$ cat config.mk
export PLATFORM = sky130hd
export DESIGN_NAME = wer_mem
export DESIGN_NICKNAME = d
export VERILOG_FILES = /design/src/hdl/wer_pkg.sv /design/src/hdl/wer_mem.sv
export SDC_FILE = /design/constraint.sdc
export NUM_CORES = 1
export LEC_CHECK = 0
export BUFFER_PORTS_ARGS = -buffer_cell sky130_fd_sc_hd__buf_4
export CAP_MARGIN = 20
export CORE_MARGIN = 5
export CORE_UTILIZATION = 54
export CTS_BUF_LIST = sky130_fd_sc_hd__clkbuf_8 sky130_fd_sc_hd__clkbuf_16
export DETAILED_ROUTE_END_ITERATION = 16
export HOLD_SLACK_MARGIN = 0.02
export PLACE_DENSITY = 0.75
export RECOVER_POWER = 100
export SLEW_MARGIN = 20
export SYNTH_ARGS = -nofsm -noshare
export SYNTH_HDL_FRONTEND = slang
export SYNTH_SLANG_ARGS = --single-unit
$ cat constraint.sdc
create_clock -name clk -period 5.35 [get_ports clk]
set_clock_uncertainty 0.05 [all_clocks]
set_input_delay 1.07 -clock clk [delete_from_list [all_inputs] [get_ports clk]]
set_output_delay 1.07 -clock clk [all_outputs]
set_load 0.05 [all_outputs]
$ cat src/hdl/wer_pkg.sv
// wer_pkg: widths and handshake structs shared by the rate estimator modules
// no dependencies
`default_nettype none
package wer_pkg;

  localparam int DEF_DEPTH = 8;
  localparam int MAX_DEPTH = 64;

  localparam int DTW  = 24;
  localparam int IVW  = 32;
  localparam int EVW  = 16;
  localparam int LFW  = 40;
  localparam int OUTW = 32;

  localparam int SUMW  = 38;
  localparam int WW    = 33;
  localparam int SWW   = 39;
  localparam int RNW   = 54;
  localparam int LNW   = 79;
  localparam int MBW   = 32;
  localparam int PRODW = WW + MBW;

  localparam int NUMW = 80;
  localparam int DENW = 40;
  localparam int BITW = 7;

  typedef struct packed {
    logic            start;
    logic [NUMW-1:0] num;
    logic [DENW-1:0] den;
    logic [BITW-1:0] bits;
  } div_req_t;

  typedef struct packed {
    logic            done;
    logic [NUMW-1:0] quo;
  } div_rsp_t;

  typedef struct packed {
    logic           we_int;
    logic           we_smp;
    logic [IVW-1:0] interval;
    logic [EVW-1:0] events;
    logic [LFW-1:0] life;
  } mem_wr_t;

  typedef struct packed {
    logic [IVW-1:0] interval;
    logic [EVW-1:0] events;
    logic [LFW-1:0] life;
  } mem_rd_t;

endpackage
`default_nettype wire

$ cat src/hdl/wer_mem.sv
// wer_mem: sample window storage, one write and one registered read port
// depends on wer_pkg
`default_nettype none
module wer_mem #(
  parameter int DEPTH = wer_pkg::DEF_DEPTH
) (
  input  wire logic                     clk,
  input  wire wer_pkg::mem_wr_t         wr,
  input  wire logic [$clog2(DEPTH)-1:0] wr_addr,
  input  wire logic [$clog2(DEPTH)-1:0] rd_addr,
  output wer_pkg::mem_rd_t              rd
);

  logic [wer_pkg::IVW-1:0] interval_mem [DEPTH];
  logic [wer_pkg::EVW-1:0] events_mem   [DEPTH];
  logic [wer_pkg::LFW-1:0] life_mem     [DEPTH];

  always_ff @(posedge clk) begin
    if (wr.we_int) begin
      interval_mem[wr_addr] <= wr.interval;
    end
    if (wr.we_smp) begin
      events_mem[wr_addr] <= wr.events;
      life_mem[wr_addr]   <= wr.life;
    end
    rd.interval <= interval_mem[rd_addr];
    rd.events   <= events_mem[rd_addr];
    rd.life     <= life_mem[rd_addr];
  end

endmodule
`default_nettype wire

==> results.toml <==
[run_status]
status = "complete, but fails checks"
violations = "max-capacitance violations, max-slew violations"

[grt]
grt_max_degree = 90
gr-usage-all-layers_pct = 18.8
grt_pass1_wl_um = 80300
grt_pass1_vias = 13011
grt-busiest-layer = "met2"
met3_usage_pct = 4.98
overflow = 0
grtUsageMet2_pct = 31.1
antenna_found_initial = 8
met1_usage_pct = 25.5

[power]
power_frac_seq_pct = 53.4
p_sw_share_pct = 21.3
power.density_nw_per_um2 = 409
clkPwrFrac_pct = 40.1
ir_worst_vdd_uv = 317
p_sw_mw = 2.81
power.internal_mw = 10.4
power.total_mw = 13.2
cellLeakagePower_nw = 10.3
combPwrFrac_pct = 6.4

[cts]
cts-resized-gates = 0
cts_made_buffers = 77
root_buffer = "clkbuf_16"
clock_latency_ns = 0.61
cts_max_level = 3
numClockSinks = 792
postCtsSetupRepairBufs = 0
ctsHoldBuffers = 0
cts_tree = "done"
clkSlewWorstSetupHoldPaths_ns = 0.06
clk_path_buf_depth = 3

[route]
final_antenna_net_count = 0
drtPass1Iterations = 5
vias = 12065
viasPerCell = 5.71
drc = 0
drt_iter0_drc = 941
drt-wirelength-per-cell_um = 24.8
wirelength_um = 52500

[timing]
worstMarginPinSlew_ns = 2.47
setup_viol = 0
post-route-period-util_pct = 70.1
relSlewSlack_pct = -64.9
fmax_mhz = 266
drv_slew = 634
holdWs_ns = 0.622
fin_tns_setup_ns = 0
rsz0062_at_grt = "no"
finalCriticalPeriod_ns = 3.75
hold_viol = 0
setup_ws_ns = 1.60

[synth]
yosysTopAreaCell = "edfxtp_1"
synth_edf_count = 704
synth_commonest_cells = "edfxtp_1, mux4_2, dfxtp_1, mux2_2, clkbuf_1"
synth_area_leaders = "edfxtp_1, mux4_2, dfxtp_1, mux2_2, buf_6"
yosysMostFrequentCell = "edfxtp_1"
synth_area_um2 = 28300
async_reset_ff_share_pct = 0
avgSynthCellArea_um2 = 25.0
netlist_instances = 1129
ys_ff_latch = 792
ys.flop_type = "edfxtp_1"
syn_nets = 1226
yosysSeqAreaShare_pct = 81.0
synth_top_cell_area_share_pct = 74.8
ys_types = 12
yosysWarnings = 0

[placed_design]
portBuffers = 184
dp.cells = 1968
place_area_um2 = 30600
post-dp-hpwl_um = 28000
dp_slack_ns = 2.06
gp_congestion = 0.686

[die]
die_h_um = 239
core_um2 = 51600
die_w_um = 239
start_util_pct = 54.8
num_io_pins = 185
dieArea_um2 = 57000
num_rows = 83

[setup_path]
cp-end-kind = "flip-flop"
crit_chain = "clkbuf_1 > nand2b_1 > nor2_4 > clkbuf_1"
crit_required_ns = 5.49
crit_top_cell = "clkbuf_1"
slowest_delay_ns = 1.38
cp_max_fo = 29
setup.worst_path.start_class = "primary input"
slowest_stage = "clkbuf_1"
path_delay_family = "buffers and inverters"
cp.arrival_ns = 3.89
path_class = "in -> reg"
critPathBufInv = 2

[hold_path]
min_path_type = "reg -> reg"

[cells_and_area]
final_cells = 2114
post-route-util_pct = 62.6
layout-drive-gt1-share_pct = 27.6
nNetsFinal = 1464
final_area_um2 = 32300
syn_to_final_growth_pct = 14.3

[flow_run]
cap_viol_max_count = 16
==> kinds of logic (layout without fill, tap and decap cells) <==
| group | Yosys count | in the layout | share of synthesized area [%] |
|---|---|---|---|
| buffers and inverters | 50 | 349 | 1.14 |
| DFF | 792 | 792 | 81.0 |
| other | 0 | 6 | 0 |
| and+or+nand+nor | 23 | 23 | 0.358 |
| muxes | 264 | 264 | 17.5 |
==> sequential cells by signal, indices dropped and copies added (netlist names) <==
name          cells
events_mem      128
interval_mem    256
life_mem        320
rd               88
==> worst min-delay path, delay by kind of cell (launching register included) <==
kind | cells | cell delay, ns
multiplexers | 2 | 0.34
flip-flops | 1 | 0.32
==> placed cells by master (no fill, tap or decap), types with 6 or more instances in the layout <==
cell         n
dfxtp_1     88
clkinv_2     8
clkbuf_16   79
edfxtp_1   704
mux2_2      81
mux4_2     176
inv_1       24
diode_2      6
bufinv_16    7
clkbuf_2     6
nor2_4      10
clkbuf_8     9
mux2_1       7
clkbuf_1   194
==> layer usage <==
| metal | vias up | share of wire, % | routed length [µm] |
|---|---|---|---|
| met4 | 10 | 1.7 | 892 |
| met2 | 340 | 51 | 26900 |
| met5 | - | 0.12 | 64 |
| met3 | 88 | 7.2 | 3790 |
| met1 | 6376 | 40 | 20900 |
| li1 | 5251 | - | - |
==> final timing paths <==
check / endpoint / cells past startpoint / start / slack, ns
worst max-delay path: events_mem[1][12] / 4 / wr_addr[1] / 1.60
worst min-delay path: rd[32] / 2 / life_mem[7][32] / 0.62
worst max register to register: rd[29] / 2 / life_mem[7][29] / 3.96
worst min register to register: rd[32] / 2 / life_mem[7][32] / 0.62
==> final cells by class <==
| type | instances | area, µm² |
|---|---|---|
| Sequential cell | 792 | 22900 |
| Fill cell | 3440 | 19300 |
| Multi-Input combinational cell | 287 | 5140 |
| Clock buffer | 88 | 2100 |
| Timing Repair Buffer | 209 | 875 |
| Tap cell | 680 | 851 |
| Clock inverter | 52 | 427 |
| Antenna cell | 6 | 15.0 |
==> power by group through the flow <==
stage	Combinational, mW	Sequential [mW]	Clock [mW]
floorplan	0.367	7.42	0
global placement	0.948	7.18	0
detailed placement	0.964	7.20	0
CTS	0.969	7.07	5.42
global route	0.911	7.09	5.70
finish	0.852	7.07	5.31
Note: power is estimated with default switching activity, not from simulation.
