## config.mk

```make
export PLATFORM = sky130hd
export DESIGN_NAME = wer_div
export DESIGN_NICKNAME = d
export VERILOG_FILES = /design/src/hdl/wer_pkg.sv /design/src/hdl/wer_div.sv
export SDC_FILE = /design/constraint.sdc
export NUM_CORES = 1
export LEC_CHECK = 0
export ABC_AREA = 1
export BUFFER_PORTS_ARGS = -buffer_cell sky130_fd_sc_hd__buf_2
export CAP_MARGIN = 10
export CORE_MARGIN = 2
export CORE_UTILIZATION = 45
export CTS_BUF_LIST = sky130_fd_sc_hd__clkbuf_2
export CTS_CLUSTER_DIAMETER = 100
export DETAILED_ROUTE_END_ITERATION = 7
export PLACE_DENSITY_LB_ADDON = 0.08
export REMOVE_ABC_BUFFERS = 1
export SETUP_SLACK_MARGIN = 0.05
export SLEW_MARGIN = 5
export SYNTH_ARGS = -nofsm -noshare
export SYNTH_HDL_FRONTEND = slang
export SYNTH_SLANG_ARGS = --single-unit
```

## constraint.sdc

```tcl
create_clock -name clk -period 15.7 [get_ports clk]
set_input_delay 3.14 -clock clk [delete_from_list [all_inputs] [get_ports clk]]
set_output_delay 3.14 -clock clk [all_outputs]
set_load 0.02 [all_outputs]
```

## src/hdl/wer_pkg.sv

```systemverilog
// wer_pkg: widths and handshake structs shared by the rate estimator modules
// no dependencies
`default_nettype none
package wer_pkg;

  localparam int DEF_DEPTH = 8;
  localparam int MAX_DEPTH = 64;

  localparam int DTW  = 24;
  localparam int IVW  = 32;
  localparam int EVW  = 16;
  localparam int LFW  = 40;
  localparam int OUTW = 32;

  localparam int SUMW  = 38;
  localparam int WW    = 33;
  localparam int SWW   = 39;
  localparam int RNW   = 54;
  localparam int LNW   = 79;
  localparam int MBW   = 32;
  localparam int PRODW = WW + MBW;

  localparam int NUMW = 80;
  localparam int DENW = 40;
  localparam int BITW = 7;

  typedef struct packed {
    logic            start;
    logic [NUMW-1:0] num;
    logic [DENW-1:0] den;
    logic [BITW-1:0] bits;
  } div_req_t;

  typedef struct packed {
    logic            done;
    logic [NUMW-1:0] quo;
  } div_rsp_t;

  typedef struct packed {
    logic           we_int;
    logic           we_smp;
    logic [IVW-1:0] interval;
    logic [EVW-1:0] events;
    logic [LFW-1:0] life;
  } mem_wr_t;

  typedef struct packed {
    logic [IVW-1:0] interval;
    logic [EVW-1:0] events;
    logic [LFW-1:0] life;
  } mem_rd_t;

endpackage
`default_nettype wire

```

## src/hdl/wer_div.sv

```systemverilog
// wer_div: restoring divider, one quotient bit per cycle
// depends on wer_pkg
`default_nettype none
module wer_div (
  input  wire logic              clk,
  input  wire logic              rst,
  input  wire wer_pkg::div_req_t req,
  output wer_pkg::div_rsp_t      rsp
);

  logic                         busy;
  logic                         done;
  logic [wer_pkg::NUMW-1:0]     num;
  logic [wer_pkg::DENW-1:0]     den;
  logic [wer_pkg::DENW-1:0]     rem;
  logic [wer_pkg::NUMW-1:0]     quo;
  logic [wer_pkg::BITW-1:0]     cnt;
  logic [wer_pkg::DENW:0]       trial;
  logic                         qbit;

  assign trial = {rem, num[wer_pkg::NUMW-1]};
  assign qbit  = trial >= {1'b0, den};

  always_ff @(posedge clk) begin
    if (rst) begin
      busy <= 1'b0;
      done <= 1'b0;
    end else begin
      done <= 1'b0;
      if (req.start) begin
        busy <= 1'b1;
        num  <= req.num;
        den  <= req.den;
        rem  <= '0;
        quo  <= '0;
        cnt  <= req.bits;
      end else if (busy) begin
        rem <= qbit ? wer_pkg::DENW'(trial - {1'b0, den}) : trial[wer_pkg::DENW-1:0];
        num <= {num[wer_pkg::NUMW-2:0], 1'b0};
        quo <= {quo[wer_pkg::NUMW-2:0], qbit};
        cnt <= cnt - wer_pkg::BITW'(1);
        if (cnt == wer_pkg::BITW'(1)) begin
          busy <= 1'b0;
          done <= 1'b1;
        end
      end
    end
  end

  assign rsp.done = done;
  assign rsp.quo  = quo;

endmodule
`default_nettype wire

```

==> results of run 1 <==
[cell type report]
class                   instances  area, um2
multi-input cells            1016       4640
inverters                     283       1060
diodes                         10       25.0
repair buffers                217       1110
clock inverters                17        128
well taps                     390        488
fillers                      2966      14000
clock buffers                 101        505
flip-flops and latches        249       7460
[metal layers]
layer  track usage, %  vias to the layer above
met2             33.2                      257
li1                 -                     5460
met3             8.53                       67
met1             26.3                     4651
met5                0                        -
met4             7.40                       16
[registers in the layout (all words and copies together) (netlist names)]
| signal | count |
|---|---|
| done | 1 |
| quo | 80 |
| rem | 40 |
| cnt | 7 |
| den | 40 |
| busy | 1 |
| num | 80 |
[logic make-up (layout without fill, tap and decap cells)]
logic type / after synthesis / after routing / synth area share (%)
XOR/XNOR: 25 / 25 / 1.64
flip-flops: 249 / 249 / 55.9
AO/OA/AOI/OAI: 80 / 80 / 3.23
adder cells (fa/ha/maj): 43 / 43 / 4.09
AND/OR/NAND/NOR: 868 / 868 / 25.7
buffers and inverters: 323 / 618 / 9.42
other: 0 / 10 / 0
[layout by cell type (no fill, tap or decap), types with 2 or more instances in the layout]
master and n:
sky130_fd_sc_hd__inv_1 278, sky130_fd_sc_hd__a31oi_1 2, sky130_fd_sc_hd__inv_2 6, sky130_fd_sc_hd__or2_2 2, sky130_fd_sc_hd__o21bai_1 4, sky130_fd_sc_hd__nor2_2 13, sky130_fd_sc_hd__o21a_1 3, sky130_fd_sc_hd__nor3_1 4
sky130_fd_sc_hd__nand2_2 7, sky130_fd_sc_hd__buf_4 8, sky130_fd_sc_hd__ha_1 42, sky130_fd_sc_hd__bufinv_16 2, sky130_fd_sc_hd__nand3_1 36, sky130_fd_sc_hd__diode_2 10, sky130_fd_sc_hd__xor2_1 24, sky130_fd_sc_hd__o21ai_0 30
sky130_fd_sc_hd__nand3b_1 7, sky130_fd_sc_hd__buf_2 209, sky130_fd_sc_hd__a21o_1 3, sky130_fd_sc_hd__edfxtp_1 247, sky130_fd_sc_hd__nand3_2 2, sky130_fd_sc_hd__nor2_4 2, sky130_fd_sc_hd__nand2_1 580, sky130_fd_sc_hd__dfxtp_1 2
sky130_fd_sc_hd__o21ai_1 5, sky130_fd_sc_hd__nor2_1 210, sky130_fd_sc_hd__clkinv_1 10, sky130_fd_sc_hd__clkbuf_2 101, sky130_fd_sc_hd__a21oi_1 31, sky130_fd_sc_hd__nand4_1 2
[tightest hold or removal path: cells and delay by family, from the launching register on]
kind	cells	cell delay (ps)
AND/OR/NAND/NOR	2	110
flip-flops	1	330
[power by group]
group          switching (mW)  total [mW]  internal [mW]  leakage [nW]
Clock                   0.277       0.481          0.205         0.485
Sequential             0.0195       0.812          0.793          2.40
Combinational           0.231       0.345          0.115          4.98
[worst paths after layout]
path	end	slack (ps)
worst min register to register	num[34]	450
worst max register to register	rem[25]	12580
worst min-delay path	num[34]	450
worst max-delay path	quo[52]	10620
[stage by stage]
stage	instances	utilization (%)
finish	2283	52.4
global route	2276	52.4
CTS	2273	52.3
detailed placement	2155	50.2
global placement	2155	50.2
floorplan	1548	-
==> results_dict.tcl, run 1 <==
set metrics [dict create \
    postPlaceCellArea_mm2 0.0148 \
    finalMaxSlewViolations 0 \
    clkSlewWorstSetupHoldPaths_ps 110 \
    max_stage_delay_ps 980 \
    remaining_drc_errors 0 \
    totalWireLength_mm 31.9 \
    syn_to_final_growth_pct 15.6 \
    final_cell_area_mm2 0.0154 \
    cap_viol_max_count 0 \
    sink_count 249 \
    via_count_of_the_first_global_routing_pass 10403 \
    cts.root.buffer_cell "sky130_fd_sc_hd__clkbuf_2" \
    antenna_found_initial 20 \
    worst_clock_skew_ps 108 \
    crit_type "in -> reg" \
    ctsResizeCount 0 \
    required_ps 16130 \
    drt_iter0_markers 622 \
    clockBufferDepth 3 \
    design.die.area_mm2 0.0310 \
    globalRoute.totalOverflow 0 \
    synth.top_cells.by_area "sky130_fd_sc_hd__edfxtp_1, sky130_fd_sc_hd__nand2_1, sky130_fd_sc_hd__inv_1" \
    fraction_of_layout_cells_with_a_size_suffix_above_1_pct 19.0 \
    fin_total_pwr_mw 1.64 \
    detailedPlacementHpwl_mm 22.7 \
    routed-wl-met3_mm 2.67 \
    highest_metal_used "met5" \
    synthFlopType "sky130_fd_sc_hd__edfxtp_1" \
    worst-path-buf-inv 4 \
    core_area_mm2 0.0294 \
    reg2reg_from "rem[14]" \
    layout_worst_path_cycle_share_pct 32.4 \
    clock_tree.htree_level_count 3 \
    synth_sequential_area_ratio_pct 55.9 \
    synthCells 1588 \
    fin_worst_hold_slack_ps 451 \
    synth-edff-count 247 \
    synthDominantCellAreaShare_pct 55.6 \
    worst_setup_path_startpoint "req[127]" \
    status "complete, no violations" \
    postCtsSetupBuffers 0 \
    crit_arrival_ps 5510 \
    fp.dieW_um 176 \
    ir_drop_mv 0.0593 \
    fin_setup_tns_ps 0 \
    cp_max_fo 89 \
    setup_violations 0 \
    yosys_register_bits 249 \
    floorplan.die.height_um 176 \
    tritoncts.num_buffers 67 \
    power_density_over_cell_area_mw_per_mm2 106 \
    p_leak_nw 7.86 \
    routed_wire_length_per_instance_um 14.0 \
    detail-route-antenna-nets 0 \
    yosys_warnings 0 \
    min_path_cells 2 \
    per_instance_average_area_after_synthesis_um2 8.40 \
    relSlewSlack_pct 26.5 \
    grt_pass1_wl_mm 51.7 \
    met1_wire_length_mm 14.1 \
    postSynth.asyncResetShare_pct 0 \
    rsz_0062_raised_after_global_routing "no" \
    start_util_pct 45.4 \
    crit_path_start_kind "input port" \
    pin_count 211 \
    synth.most_common_cell "sky130_fd_sc_hd__nand2_1" \
    critical_path.endpoint_type "register" \
    detail_route.vias_per_cell 4.58 \
    worst_path_dominant_cell_family "buffers and inverters" \
    clkLatencyLatePin_ps 890 \
    hold_violations 0 \
    tightestPinTransition_ps 1100 \
    synth_area_leader_cell "sky130_fd_sc_hd__edfxtp_1" \
    holdCritStartpoint "num[33]" \
    pre_cts_slack_ps 9750 \
    worstSetupPathDepth 5 \
    number_of_buffers_inserted_by_port_buffering 210 \
    ff2ff_path_depth 12 \
    num_vias 10451 \
    track_usage_pct 21.1 \
    cpMaxStageDelayCell "sky130_fd_sc_hd__buf_4" \
    clock_tree_from_tritoncts "built" \
    crit_top_cell "sky130_fd_sc_hd__buf_4" \
    count_of_distinct_cell_types_in_the_synthesized_netlist 37 \
    min_tclk_post_route_ps 5080 \
    fmaxAchievable_ghz 0.197 \
    syn-cell-area_mm2 0.0133 \
    min_path_type "reg -> reg" \
    final_nets 2007 \
    globalplace.congestion 0.897 \
    synthTopCellsByCount "sky130_fd_sc_hd__nand2_1, sky130_fd_sc_hd__inv_1, sky130_fd_sc_hd__edfxtp_1" \
    placementRows 63 \
    final_critical_path_setup_slack_ps 10620 \
    drt-pass1-iter-count 5 \
    path_cells "buf_4 -> inv_4 -> a21oi_4 -> buf_4 -> buf_4" \
    cts_hold_buffers 0 \
    grt_start_max_net_pins 90 \
    routed-wl-met2_mm 14.3 \
]
No activity file was read; power rests on OpenSTA's default activity.
==> run 2: changes to the inputs <==
==> constraint.sdc (replaced) <==
create_clock -name clk -period 4.9 [get_ports clk]
set_input_delay 0.98 -clock clk [delete_from_list [all_inputs] [get_ports clk]]
set_output_delay 0.98 -clock clk [all_outputs]
set_load 0.02 [all_outputs]
==> results_dict.tcl, run 2 (same netlist as run 1, synthesis figures left out) <==
set metrics [dict create \
    status "complete, no violations" \
    relSlewSlack_pct 26.2 \
    floorplan.die.height_um 176 \
    finalMaxSlewViolations 0 \
    core_area_mm2 0.0294 \
    start_util_pct 45.4 \
    clkSlewWorstSetupHoldPaths_ps 90 \
    worst_path_dominant_cell_family "simple AND/OR/NAND/NOR gates" \
    postPlaceCellArea_mm2 0.0148 \
    min_path_type "in -> reg" \
    antenna_found_initial 20 \
    cts_hold_buffers 0 \
    power_density_over_cell_area_mw_per_mm2 340 \
    final_common_cell "sky130_fd_sc_hd__nand2_1" \
    p_leak_nw 7.86 \
    min_tclk_post_route_ps 3000 \
    cpMaxStageDelayCell "sky130_fd_sc_hd__nand2_4" \
    via_count_of_the_first_global_routing_pass 10540 \
    crit_arrival_ps 3570 \
    remaining_drc_errors 0 \
    grt.met3_usage_pct 7.64 \
    postCtsSetupBuffers 0 \
    path_cells "ha_1 -> nand2_1 -> nor2_2 -> nand2_1 -> nor2_2 -> nand3_1 -> nand2_1 -> nor2_2 -> nand2_4 -> inv_2 -> nor2_1 -> nor2_1" \
    rsz_0062_raised_after_global_routing "no" \
    crit_type "reg -> reg" \
    crit_path_start_kind "register" \
    worst_clock_skew_ps 53.8 \
    setup_violations 0 \
    num_vias 10622 \
    number_of_buffers_inserted_by_port_buffering 210 \
    fin_setup_tns_ps 0 \
    cap_viol_max_count 0 \
    final_cell_area_mm2 0.0154 \
    detail-route-antenna-nets 0 \
    detailedPlacementHpwl_mm 23.1 \
    drt_iter0_markers 633 \
    tightestPinTransition_ps 1110 \
    layout_worst_path_cycle_share_pct 61.1 \
    routed_wire_length_per_instance_um 14.4 \
    clock_tree.htree_level_count 3 \
    tritoncts.num_buffers 70 \
    pin_count 211 \
    placedCellCount 2154 \
    use_met2_pct 33.4 \
    clkLatencyLatePin_ps 850 \
    syn_to_final_growth_pct 15.6 \
    ir_drop_mv 0.173 \
    clockBufferDepth 3 \
    cp_max_fo 49 \
    fraction_of_layout_cells_with_a_size_suffix_above_1_pct 18.9 \
    stdcell_count 2288 \
    totalWireLength_mm 33.0 \
    drt-pass1-iter-count 5 \
    worst-path-buf-inv 1 \
    fmaxAchievable_ghz 0.334 \
    clock_tree_from_tritoncts "built" \
    required_ps 5480 \
    globalRouteMet1Util_pct 27.7 \
    hold_violations 0 \
    max_stage_delay_ps 440 \
    grt_pass1_wl_mm 52.8 \
    busiest_layer "met2" \
    final_nets 2009 \
    design.die.area_mm2 0.0310 \
    ctsResizeCount 0 \
    globalplace.congestion 0.924 \
    placementRows 63 \
    globalRoute.totalOverflow 0 \
    cts.root.buffer_cell "sky130_fd_sc_hd__clkbuf_2" \
    sink_count 249 \
    critical_path.endpoint_type "register" \
    detail_route.vias_per_cell 4.64 \
    commonest_cells_after_routing_fill_and_taps_aside "sky130_fd_sc_hd__nand2_1, sky130_fd_sc_hd__inv_1, sky130_fd_sc_hd__edfxtp_1" \
    fin_worst_hold_slack_ps 295 \
    grt_start_max_net_pins 174 \
    fp.dieW_um 176 \
    fin_total_pwr_mw 5.24 \
    track_usage_pct 21.5 \
    registers_with_the_highest_flip_flop_counts "num (80), quo (80)" \
]
-- run 2: cell count changes in the layout (fill, tap and decap cells not counted), sizes merged --
cell and change:
clkbuf -4, buf -1, clkinv +10, bufinv -1, diode +1
-- run 2: stage by stage --
step                      setup slack [ps]  utilization [%]
after detailed placement              1730             50.2
after floorplan                      -7420                -
after CTS                             1860             52.3
after global routing                  1550             52.4
final                                 1900             52.4
after global placement                1730             50.2
-- run 2: cell type report --
type                       count  area, um2
tap                          390        488
clock inverter                26        140
antenna                       11       27.5
clock buffer                  97        485
timing repair buffer         216       1110
sequential                   249       7460
multi-input combinational   1016       4640
fill                        2954      14000
inverter                     283       1060
-- run 2: metal layers --
layer,share of wire [%],up-vias
li1,-,5466
met1,45,4777
met2,44,298
met4,2.6,10
met5,0.20,-
met3,8.2,71
-- run 2: report_power, final --
part | internal, mW | total (mW) | switching, mW
clock network | 0.596 | 1.52 | 0.923
registers | 2.54 | 2.60 | 0.0632
logic | 0.369 | 1.12 | 0.749
-- run 2: worst paths after layout --
path	start	end	slack (ps)	cells past startpoint
worst min-delay path	req[27]	den[20]	300	1
worst min register to register	num[10]	num[11]	500	2
worst max register to register	rem[15]	rem[9]	1900	12
worst max-delay path	rem[15]	rem[9]	1900	12
-- run 2: worst register-to-register path: stages (launching register included) --
cell	delay, ps
sky130_fd_sc_hd__edfxtp_1	420
sky130_fd_sc_hd__ha_1	400
sky130_fd_sc_hd__nand2_1	130
sky130_fd_sc_hd__nor2_2	180
sky130_fd_sc_hd__nand2_1	100
sky130_fd_sc_hd__nor2_2	150
sky130_fd_sc_hd__nand3_1	90
sky130_fd_sc_hd__nand2_1	90
sky130_fd_sc_hd__nor2_2	60
sky130_fd_sc_hd__nand2_4	440
sky130_fd_sc_hd__inv_2	410
sky130_fd_sc_hd__nor2_1	190
sky130_fd_sc_hd__nor2_1	60
==> run 3: changes to the inputs <==
==> constraint.sdc (replaced) <==
create_clock -name clk -period 2.5 [get_ports clk]
set_input_delay 0.5 -clock clk [delete_from_list [all_inputs] [get_ports clk]]
set_output_delay 0.5 -clock clk [all_outputs]
set_load 0.02 [all_outputs]
==> results_dict.tcl, run 3 (same netlist as run 1, synthesis figures left out) <==
set metrics [dict create \
    status "complete, no violations" \
    min_tclk_post_route_ps 2320 \
    routed_wire_length_per_instance_um 14.1 \
    p_leak_nw 8.59 \
    detailedPlacementHpwl_mm 23.7 \
    cap_viol_max_count 0 \
    clockBufferDepth 3 \
    critical_path.endpoint_type "register" \
    detail-route-antenna-nets 0 \
    min_path_type "in -> reg" \
    start_util_pct 45.4 \
    finalMaxSlewViolations 0 \
    registers_with_the_highest_flip_flop_counts "num (80), quo (80)" \
    setup_violations 0 \
    hold_violations 0 \
    final_cell_area_mm2 0.0174 \
    fin_setup_tns_ps 0 \
    clock_tree.htree_level_count 3 \
    clkSlewWorstSetupHoldPaths_ps 100 \
    via_count_of_the_first_global_routing_pass 11283 \
    core_area_mm2 0.0294 \
    commonest_cells_after_routing_fill_and_taps_aside "sky130_fd_sc_hd__nand2_1, sky130_fd_sc_hd__inv_1, sky130_fd_sc_hd__edfxtp_1" \
    detail_route.vias_per_cell 4.56 \
    fin_total_pwr_mw 10.9 \
    power_density_over_cell_area_mw_per_mm2 627 \
    rsz_0062_raised_after_global_routing "yes" \
    final_common_cell "sky130_fd_sc_hd__nand2_1" \
    crit_arrival_ps 2890 \
    fraction_of_layout_cells_with_a_size_suffix_above_1_pct 21.5 \
    worst_clock_skew_ps 45.5 \
    pin_count 211 \
    placementRows 63 \
    floorplan.die.height_um 176 \
    clock_tree_from_tritoncts "built" \
    postPlaceCellArea_mm2 0.0150 \
    tightestPinTransition_ps 709 \
    ir_drop_mv 0.354 \
    syn_to_final_growth_pct 30.8 \
    cp_max_fo 17 \
    globalRoute.totalOverflow 0 \
    fillers 2701 \
    grt_start_max_net_pins 171 \
    relSlewSlack_pct 52.8 \
    crit_type "reg -> reg" \
    fin_worst_hold_slack_ps 352 \
    totalWireLength_mm 34.5 \
    crit_path_start_kind "register" \
    globalplace.congestion 0.928 \
    track_usage_pct 22.3 \
    drt_iter0_markers 660 \
    grt_pass1_wl_mm 55.2 \
    sink_count 249 \
    antenna_found_initial 3 \
    required_ps 3070 \
    fp.dieW_um 176 \
    layout_worst_path_cycle_share_pct 92.9 \
    final_nets 2165 \
    cts.root.buffer_cell "sky130_fd_sc_hd__clkbuf_2" \
    tritoncts.num_buffers 70 \
    clkLatencyLatePin_ps 840 \
    number_of_buffers_inserted_by_port_buffering 210 \
    design.die.area_mm2 0.0310 \
    postCtsSetupBuffers 0 \
    drt-pass1-iter-count 5 \
    num_vias 11110 \
    remaining_drc_errors 0 \
    fmaxAchievable_ghz 0.431 \
]
## run 3: changes by cell type in the layout (fill, tap and decap cells not counted), sizes merged, moves of 2 or more
cell         change
dlygate4sd3    +128
buf             +28
diode            -8
clkbuf           +5
clkinv           -4
clkinvlp         +2
## run 3: worst paths after layout
check                 from      end  slack (ps)  depth (start not counted)
hold reg to reg    num[67]  num[68]         480                          2
setup reg to reg   rem[23]  rem[10]         180                         13
setup / recovery   rem[23]  rem[10]         180                         13
hold / removal    req[127]  num[68]         350                          4
## run 3: worst max-delay path, stage by stage (launching register included)
cell,delay [ps]
sky130_fd_sc_hd__edfxtp_1,470
sky130_fd_sc_hd__ha_4,330
sky130_fd_sc_hd__nand2_2,90
sky130_fd_sc_hd__nor2_4,160
sky130_fd_sc_hd__nand2_2,90
sky130_fd_sc_hd__nor2_1,150
sky130_fd_sc_hd__nand2_2,90
sky130_fd_sc_hd__nand3_2,80
sky130_fd_sc_hd__nand2_2,70
sky130_fd_sc_hd__nand2_4,100
sky130_fd_sc_hd__inv_2,60
sky130_fd_sc_hd__buf_6,170
sky130_fd_sc_hd__nor2_1,130
sky130_fd_sc_hd__nor2_1,60
## run 3: area by class of cell
type | count | area (um2) | area share (%)
Sequential cell | 249 | 7460 | 42.7
Multi-Input combinational cell | 1016 | 5080 | 29.1
Timing Repair Buffer | 372 | 2680 | 15.3
Inverter | 283 | 1060 | 6.10
Clock buffer | 102 | 510 | 2.93
Tap cell | 390 | 488 | 2.80
Clock inverter | 24 | 168 | 0.961
Antenna cell | 3 | 7.51 | 0.0430
## run 3: routing by layer
metal	track usage (%)	share of wire (%)	vias to the layer above	wire, um
li1	-	-	5774	-
met1	28.9	45	4981	15500
met2	36.6	46	296	16000
met3	5.73	6.4	59	2220
met4	7.47	2.1	0	729
met5	0	0	-	0
## run 3: stage by stage
stage | std cells | setup slack (ps) | utilization, %
2_1_floorplan | 1548 | -9340 | -
3_3_place_gp | 2182 | 75.2 | 51.1
3_5_place_dp | 2182 | 66.0 | 51.1
4_1_cts | 2436 | 50.3 | 57.8
5_1_grt | 2439 | 26.5 | 59.3
6_report | 2439 | 177 | 59.3
## run 3: what timing repair did
| item | 4_1_cts | 5_1_grt |
|---|---|---|
| gates resized for setup | 2 | 66 |
| setup endpoints to repair | 8 | 41 |
| hold endpoints to repair | 128 | 0 |
| hold buffers | 128 | 0 |
## run 3: power by group
| part | total, mW | switching (mW) | leakage (nW) | internal (mW) |
|---|---|---|---|---|
| registers | 5.12 | 0.141 | 2.40 | 4.98 |
| clock network | 3.17 | 1.85 | 0.504 | 1.32 |
| logic | 2.66 | 1.59 | 5.68 | 1.07 |
| total | 10.9 | 3.58 | 8.59 | 7.37 |
